File: src/design/gbp_pkg.sv
// ----------------------------------------------------------------------------
// gbp_pkg: shared constants for the glyph bitmap to points block
// Glyph geometry, row width and the widths of the position counters.
// ----------------------------------------------------------------------------
package gbp_pkg;

   localparam int GLYPH_BYTES = 32;   // bytes in one glyph
   localparam int GLYPH_WIDTH = 16;   // bytes (columns) in one band of tiles
   localparam int ROW_BITS    = 8;    // pixels in one row byte

   localparam int COORD_W = 16;
   localparam int BYTE_W  = 8;
   localparam int INDEX_W = $clog2(GLYPH_BYTES);
   localparam int WIDTH_W = $clog2(GLYPH_WIDTH);
   localparam int TILE_W  = $clog2(ROW_BITS);

   localparam logic [COORD_W-1:0] TILE_STEP = COORD_W'(ROW_BITS);

endpackage

File: src/design/gbp_cursor.sv
// ----------------------------------------------------------------------------
// gbp_cursor: tile and band cursor of a glyph
// Gives the left column and row of the byte being accepted and steps the
// cursor to the next byte: down one row, right one tile, or down one band.
// ----------------------------------------------------------------------------
module gbp_cursor
   import gbp_pkg::*;
(
   input  logic               clock,
   input  logic               reset,
   input  logic               advance,
   input  logic [COORD_W-1:0] origin_x,
   input  logic [COORD_W-1:0] origin_y,
   output logic [COORD_W-1:0] byte_col,
   output logic [COORD_W-1:0] byte_row
);

   logic [INDEX_W-1:0] byte_index_ff, byte_index_in;
   logic [WIDTH_W-1:0] width_cnt_ff, width_cnt_in;
   logic [TILE_W-1:0]  tile_cnt_ff, tile_cnt_in;
   logic [COORD_W-1:0] glyph_left_ff, glyph_left_in;
   logic [COORD_W-1:0] tile_col_ff, tile_col_in;
   logic [COORD_W-1:0] band_top_ff, band_top_in;
   logic [COORD_W-1:0] cur_row_ff, cur_row_in;

   logic               first;
   logic               glyph_end;
   logic               band_end;
   logic               tile_end;
   logic [COORD_W-1:0] left_eff;
   logic [COORD_W-1:0] band_eff;
   logic [COORD_W-1:0] band_next;

   always_comb begin
      first     = (byte_index_ff == '0);
      glyph_end = (byte_index_ff == INDEX_W'(GLYPH_BYTES - 1));
      band_end  = (width_cnt_ff == WIDTH_W'(GLYPH_WIDTH - 1));
      tile_end  = (tile_cnt_ff == TILE_W'(ROW_BITS - 1));

      // sample a new origin on the first byte of a glyph
      left_eff  = first ? origin_x : glyph_left_ff;
      band_eff  = first ? origin_y : band_top_ff;
      byte_col  = first ? origin_x : tile_col_ff;
      byte_row  = first ? origin_y : cur_row_ff;
      band_next = band_eff + TILE_STEP;

      byte_index_in = glyph_end ? '0 : byte_index_ff + 1'b1;
      width_cnt_in  = (glyph_end || band_end) ? '0 : width_cnt_ff + 1'b1;
      tile_cnt_in   = glyph_end ? '0 : tile_cnt_ff + 1'b1;
      glyph_left_in = left_eff;

      // the band step overrides the tile step when both land on this byte
      priority if (band_end) begin
         band_top_in = band_next;
         cur_row_in  = band_next;
         tile_col_in = left_eff;
      end else if (tile_end) begin
         band_top_in = band_eff;
         cur_row_in  = band_eff;
         tile_col_in = byte_col + TILE_STEP;
      end else begin
         band_top_in = band_eff;
         cur_row_in  = byte_row + 1'b1;
         tile_col_in = byte_col;
      end
   end

   always_ff @(posedge clock) begin
      if (reset) begin
         byte_index_ff <= '0;
         width_cnt_ff  <= '0;
         tile_cnt_ff   <= '0;
         glyph_left_ff <= '0;
         tile_col_ff   <= '0;
         band_top_ff   <= '0;
         cur_row_ff    <= '0;
      end else if (advance) begin
         byte_index_ff <= byte_index_in;
         width_cnt_ff  <= width_cnt_in;
         tile_cnt_ff   <= tile_cnt_in;
         glyph_left_ff <= glyph_left_in;
         tile_col_ff   <= tile_col_in;
         band_top_ff   <= band_top_in;
         cur_row_ff    <= cur_row_in;
      end
   end

endmodule

File: src/design/glyph_bitmap_to_points.sv
// ----------------------------------------------------------------------------
// glyph_bitmap_to_points: glyph row bytes to lit pixel coordinates
// A row byte is accepted, then shifted out MSB first one pixel per cycle
// while no lit pixel stalls on a full output slot; each set pixel is sent
// as one point word, the last one of a byte marked. A new byte is taken
// only once no lit pixel is left in the row shifter, so a zero byte does
// not close the input.
// Reset: synchronous; clears the glyph cursor (next byte starts a glyph at
// origin sampling), the row shifter and the output valid flag.
// ----------------------------------------------------------------------------
module glyph_bitmap_to_points
   import gbp_pkg::*;
(
   input  logic        clock,
   input  logic        reset,
   input  logic        req_tvalid,
   output logic        req_tready,
   input  logic [39:0] req_tdata,   // font_byte[7:0], origin_x[23:8], origin_y[39:24]
   output logic        rsp_tvalid,
   input  logic        rsp_tready,
   output logic [31:0] rsp_tdata,   // point_x[15:0], point_y[31:16]
   output logic        rsp_tlast    // last_point
);

   logic [BYTE_W-1:0]  shift_ff, shift_in;
   logic [COORD_W-1:0] x_ff, x_in;
   logic [COORD_W-1:0] y_ff, y_in;
   logic               rsp_valid_ff, rsp_valid_in;
   logic [COORD_W-1:0] rsp_x_ff, rsp_y_ff;
   logic               rsp_last_ff;

   logic               req_accept;
   logic               scanning;
   logic               stall;
   logic               emit;
   logic [COORD_W-1:0] byte_col;
   logic [COORD_W-1:0] byte_row;

   gbp_cursor u_cursor (
      .clock    (clock),
      .reset    (reset),
      .advance  (req_accept),
      .origin_x (req_tdata[23:8]),
      .origin_y (req_tdata[39:24]),
      .byte_col (byte_col),
      .byte_row (byte_row)
   );

   always_comb begin
      scanning   = (shift_ff != '0);
      // keep the input closed while in reset
      req_tready = !scanning && !reset;
      req_accept = req_tvalid && req_tready;
      // hold the shifter while a lit pixel waits for the output slot
      stall      = shift_ff[BYTE_W-1] && rsp_valid_ff && !rsp_tready;
      emit       = scanning && shift_ff[BYTE_W-1] && !stall;

      shift_in = shift_ff;
      x_in     = x_ff;
      y_in     = y_ff;
      if (req_accept) begin
         shift_in = req_tdata[7:0];
         x_in     = byte_col;
         y_in     = byte_row;
      end else if (scanning && !stall) begin
         shift_in = {shift_ff[BYTE_W-2:0], 1'b0};
         x_in     = x_ff + 1'b1;
      end

      rsp_valid_in = emit || (rsp_valid_ff && !rsp_tready);
   end

   always_ff @(posedge clock) begin
      if (reset) begin
         shift_ff     <= '0;
         rsp_valid_ff <= 1'b0;
      end else begin
         shift_ff     <= shift_in;
         rsp_valid_ff <= rsp_valid_in;
      end
      x_ff <= x_in;
      y_ff <= y_in;
      if (emit) begin
         rsp_x_ff    <= x_ff;
         rsp_y_ff    <= y_ff;
         rsp_last_ff <= (shift_ff[BYTE_W-2:0] == '0);
      end
   end

   assign rsp_tvalid = rsp_valid_ff;
   assign rsp_tdata  = {rsp_y_ff, rsp_x_ff};
   assign rsp_tlast  = rsp_last_ff;

`ifndef SYNTHESIS
   // a nonzero row byte keeps the input closed on the next cycle
   a_busy_after_byte: assert property (@(posedge clock) disable iff (reset)
      (req_accept && (req_tdata[7:0] != '0)) |=> !req_tready)
      else $error("input open while a row byte is still being scanned");

   // the marked point is the final lit pixel: shifter empties with it
   a_last_empties: assert property (@(posedge clock) disable iff (reset)
      (emit && (shift_ff[BYTE_W-2:0] == '0)) |=> (shift_ff == '0))
      else $error("pixels left in the shifter after the last point");

   // column steps by one for every pixel shifted out
   a_col_step: assert property (@(posedge clock) disable iff (reset)
      (scanning && !stall) |=> (x_ff == $past(x_ff) + 1'b1))
      else $error("column did not follow the pixel shift");

   // a stalled point never loses its pixel
   a_stall_holds: assert property (@(posedge clock) disable iff (reset)
      stall |=> (shift_ff == $past(shift_ff)) && rsp_tvalid)
      else $error("shifter moved while the output slot was full");
`endif

endmodule
File: config.mk
export PLATFORM = sky130hd
export DESIGN_NAME = glyph_bitmap_to_points
export DESIGN_NICKNAME = d
export VERILOG_FILES = /design/src/design/gbp_pkg.sv /design/src/design/gbp_cursor.sv /design/src/design/glyph_bitmap_to_points.sv
export SDC_FILE = /design/constraint.sdc
export NUM_CORES = 1
export LEC_CHECK = 0
export ABC_AREA = 0
export ABC_CLOCK_PERIOD_IN_PS = 9600
export BUFFER_PORTS_ARGS = -buffer_cell sky130_fd_sc_hd__buf_4
export CORE_ASPECT_RATIO = 1.1
export CORE_UTILIZATION = 57
export DETAILED_ROUTE_END_ITERATION = 8
export GPL_ROUTABILITY_DRIVEN = 0
export GPL_TIMING_DRIVEN = 0
export PLACE_DENSITY = 0.85
export SYNTH_ARGS = -nofsm -noshare
export SYNTH_HDL_FRONTEND = slang
export SYNTH_HIERARCHICAL = 1
export SYNTH_SLANG_ARGS = --single-unit
File: constraint.sdc
create_clock -name clock -period 9.6 [get_ports clock]
set_input_delay 0 -clock clock [delete_from_list [all_inputs] [get_ports clock]]
set_output_delay 0 -clock clock [all_outputs]
set_load 0.01 [all_outputs]
==> results.toml <==
[power_and_ir_drop]
p_leak_uw = 0.00366
power_density_nw_per_um2 = 217
vdd_drop_max_mv = 0.150

[drt]
ant_nets = 0
vias = 7961
firstDrtPassIters = 8
drt-initial-drc-count = 1204
wl_per_cell_um = 20.0
drt-vias-per-instance = 6.42
totalWireLength_um = 24800
drc = 0

[timing]
rsz0062_at_grt = "no"
drv_slew = 0
period_needed_ns = 4.46
fin_crit_sh = 0.464
max_slew_margin = 0.394
tns_ns = 0
tightestPinTransition_ns = 0.909
hold_viol = 0
max_freq_ghz = 0.224
clock_skew_ns = 0.00870
worst_slack_ns = 5.14
setup_viol = 0

[place]
io_buffers = 77
post-dp-hpwl_um = 16300
detailedPlace.worstSlack_ns = 5.41

[clocking]
root_buffer = "clkbuf_16"
ctsHtreeMaxLevel = 4
cts.clk_slew.worst_paths_ns = 0.06
clock-sinks = 150
clockBufferDepth = 2
cts_tree = "done"
clock_latency_ns = 0.43
cts-resized-gates = 0
cts_buffers = 17

[synth]
yosysSeqAreaShare = 0.451
synthArstFlopShare = 0
synth_edf_count = 65
yosysTopAreaCellShare = 0.241
syn_area_per_cell_um2 = 8.91
synth_top_cell_by_area = "edfxtp_1"
syn_area_um2 = 8100
synth_seq_cells = 150
yosys_warnings = 6
syn-num-nets = 963
synth_cell_types = 65
synthTopCellsByCount = "nand2_1, dfxtp_1, nor2_1, a21oi_1, edfxtp_1"
syn_inst = 909
ys.flop_type = "dfxtp_1"
synthTopCellsByArea = "edfxtp_1, dfxtp_1, nand2_1, xnor2_1, a21oi_1"
synth.most_common_cell = "nand2_1"

[worst_setup_path]
r2r_start = "u_cursor/byte_index_ff[0]"
reg2reg_to = "u_cursor/cur_row_ff[12]"
endpoint_kind = "flop"
cp.required_ns = 9.94
reg2reg_depth = 16
worstSetupPathType = "flop to flop"
crit_arrival_ns = 4.79
r2r_slack_ns = 5.14
crit_fanout = 10
start_kind = "flop"

[min_path]
hold_class = "primary input to flop"
worstHoldStart = "req_tdata[39]"
min_to = "y_ff[15]"
min_path_cells = 3

[floorplanning]
io_pins = 79
start_util = 0.585
rows = 45
die-width_um = 116
dieHeight_um = 127
core_area_um2 = 13900
dieArea_um2 = 14700

[final_layout]
antenna_cells = 0
layout.nets = 1093
syn2layout_area_growth_pct = 21.6
fin_util = 0.711
drive_above_1_share = 0.159

[global_routing]
overflow = 0
antenna_found_initial = 0
grt_max_degree = 34
grt_pass1_wl_um = 38400
grt_pass1_vias = 7436
grt_usage = 0.348

[flow_run]
maxCapViolCount = 0

[outcome]
status = "complete, no violations"
==> worst max-delay path, stage by stage, from the launching register on <==
cell	delay (ns)
dfxtp_1	0.41
inv_1	0.07
ha_1	0.21
or4b_4	0.20
buf_6	0.16
buf_4	0.23
buf_2	0.32
buf_1	0.58
buf_1	0.51
nand2_1	0.11
nand2_1	0.14
ha_1	0.15
buf_1	0.44
o211ai_1	0.21
xnor2_1	0.23
a21oi_1	0.09
a211oi_1	0.29
==> per-stage QoR <==
| step | std cells | total power (µW) | hold slack, ns | instance area (µm²) |
|---|---|---|---|---|
| CTS | 1240 | 2120 | 0.0422 | 9840 |
| global placement | 1174 | 1400 | 0.237 | 8910 |
| global route | 1240 | 2210 | 0.0747 | 9840 |
| detailed placement | 1175 | 1420 | 0.244 | 8920 |
| floorplan | 909 | 1240 | 0.136 | 8100 |
| finish | 1240 | 2130 | 0.0429 | 9840 |
==> kinds of logic after synthesis <==
kind of cell | synth area share
XOR/XNOR | 0.0638
adder cells (fa/ha/maj) | 0.0155
multiplexers | 0.0403
AND/OR/NAND/NOR | 0.225
flip-flops | 0.451
buffers and inverters | 0.0437
AO/OA/AOI/OAI | 0.160
==> flip-flops by register name, indices dropped and copies added, names as in the netlist <==
register,count
u_cursor/cur_row_ff,16
x_ff,16
u_cursor/byte_index_ff,5
u_cursor/glyph_left_ff,16
u_cursor/tile_col_ff,16
y_ff,16
rsp_x_ff,16
u_cursor/width_cnt_ff,4
shift_ff,8
u_cursor/tile_cnt_ff,3
rsp_y_ff,16
rsp_tlast,1
u_cursor/band_top_ff,16
rsp_tvalid,1
==> how the worst max path moves through the flow <==
stage                               from                  endpoint  slack (ns)  cells past startpoint
6_report       u_cursor/byte_index_ff[0]   u_cursor/cur_row_ff[12]        5.14                     16
5_1_grt        u_cursor/byte_index_ff[0]    u_cursor/cur_row_ff[6]        5.00                     16
4_1_cts        u_cursor/byte_index_ff[0]    u_cursor/cur_row_ff[6]        5.37                     16
3_5_place_dp   u_cursor/byte_index_ff[0]   u_cursor/cur_row_ff[12]        5.41                     16
3_3_place_gp   u_cursor/byte_index_ff[0]    u_cursor/cur_row_ff[4]        5.49                     16
2_1_floorplan  u_cursor/byte_index_ff[0]  u_cursor/tile_col_ff[13]        6.51                     16
==> what timing repair did <==
| item | 4_1_cts | 5_1_grt |
|---|---|---|
| hold endpoints to repair | 44 | 0 |
| setup buffers | 0 | 0 |
| hold buffers | 33 | 0 |
==> per-layer routing <==
metal | vias up | GRT usage | wire length, µm
met5 | - | 0 | 0
met4 | 0 | 0.204 | 1300
met3 | 154 | 0.0802 | 2990
met2 | 639 | 0.549 | 11300
met1 | 3656 | 0.436 | 9160
li1 | 3512 | - | -
==> power breakdown <==
group,switching (µW),internal [µW],total (µW)
registers,97.8,809,907
logic,334,212,546
clock network,273,409,682
==> cell type report <==
| cell class | count | area [µm²] |
|---|---|---|
| multi-input cells | 689 | 4100 |
| fillers | 1089 | 4010 |
| flip-flops and latches | 150 | 3650 |
| repair buffers | 111 | 916 |
| clock buffers | 20 | 437 |
| plain buffers | 55 | 272 |
| well taps | 188 | 235 |
| clock inverters | 12 | 153 |
| inverters | 15 | 82.6 |
==> placed cells by master (no fill, tap or decap), drive strengths merged, types with 4 or more instances in the layout <==
cell	count
nor2	79
a21o	10
xnor2	42
o21a	4
inv	17
nor4b	4
nor4	9
dfxtp	85
a21boi	7
and4	5
o22ai	5
nor3	19
mux2	10
nor3b	4
clkbuf	52
mux2i	21
buf	101
edfxtp	65
a21oi	69
a211oi	19
dlygate4sd3	33
or3	4
a31oi	6
nand2	180
clkinv	5
xor2	17
o21ai	39
or4	4
a22oi	10
and3	14
nand3	30
nand4	19
and2	10
o211ai	8
ha	10
Power figures use the tool's default switching activity.
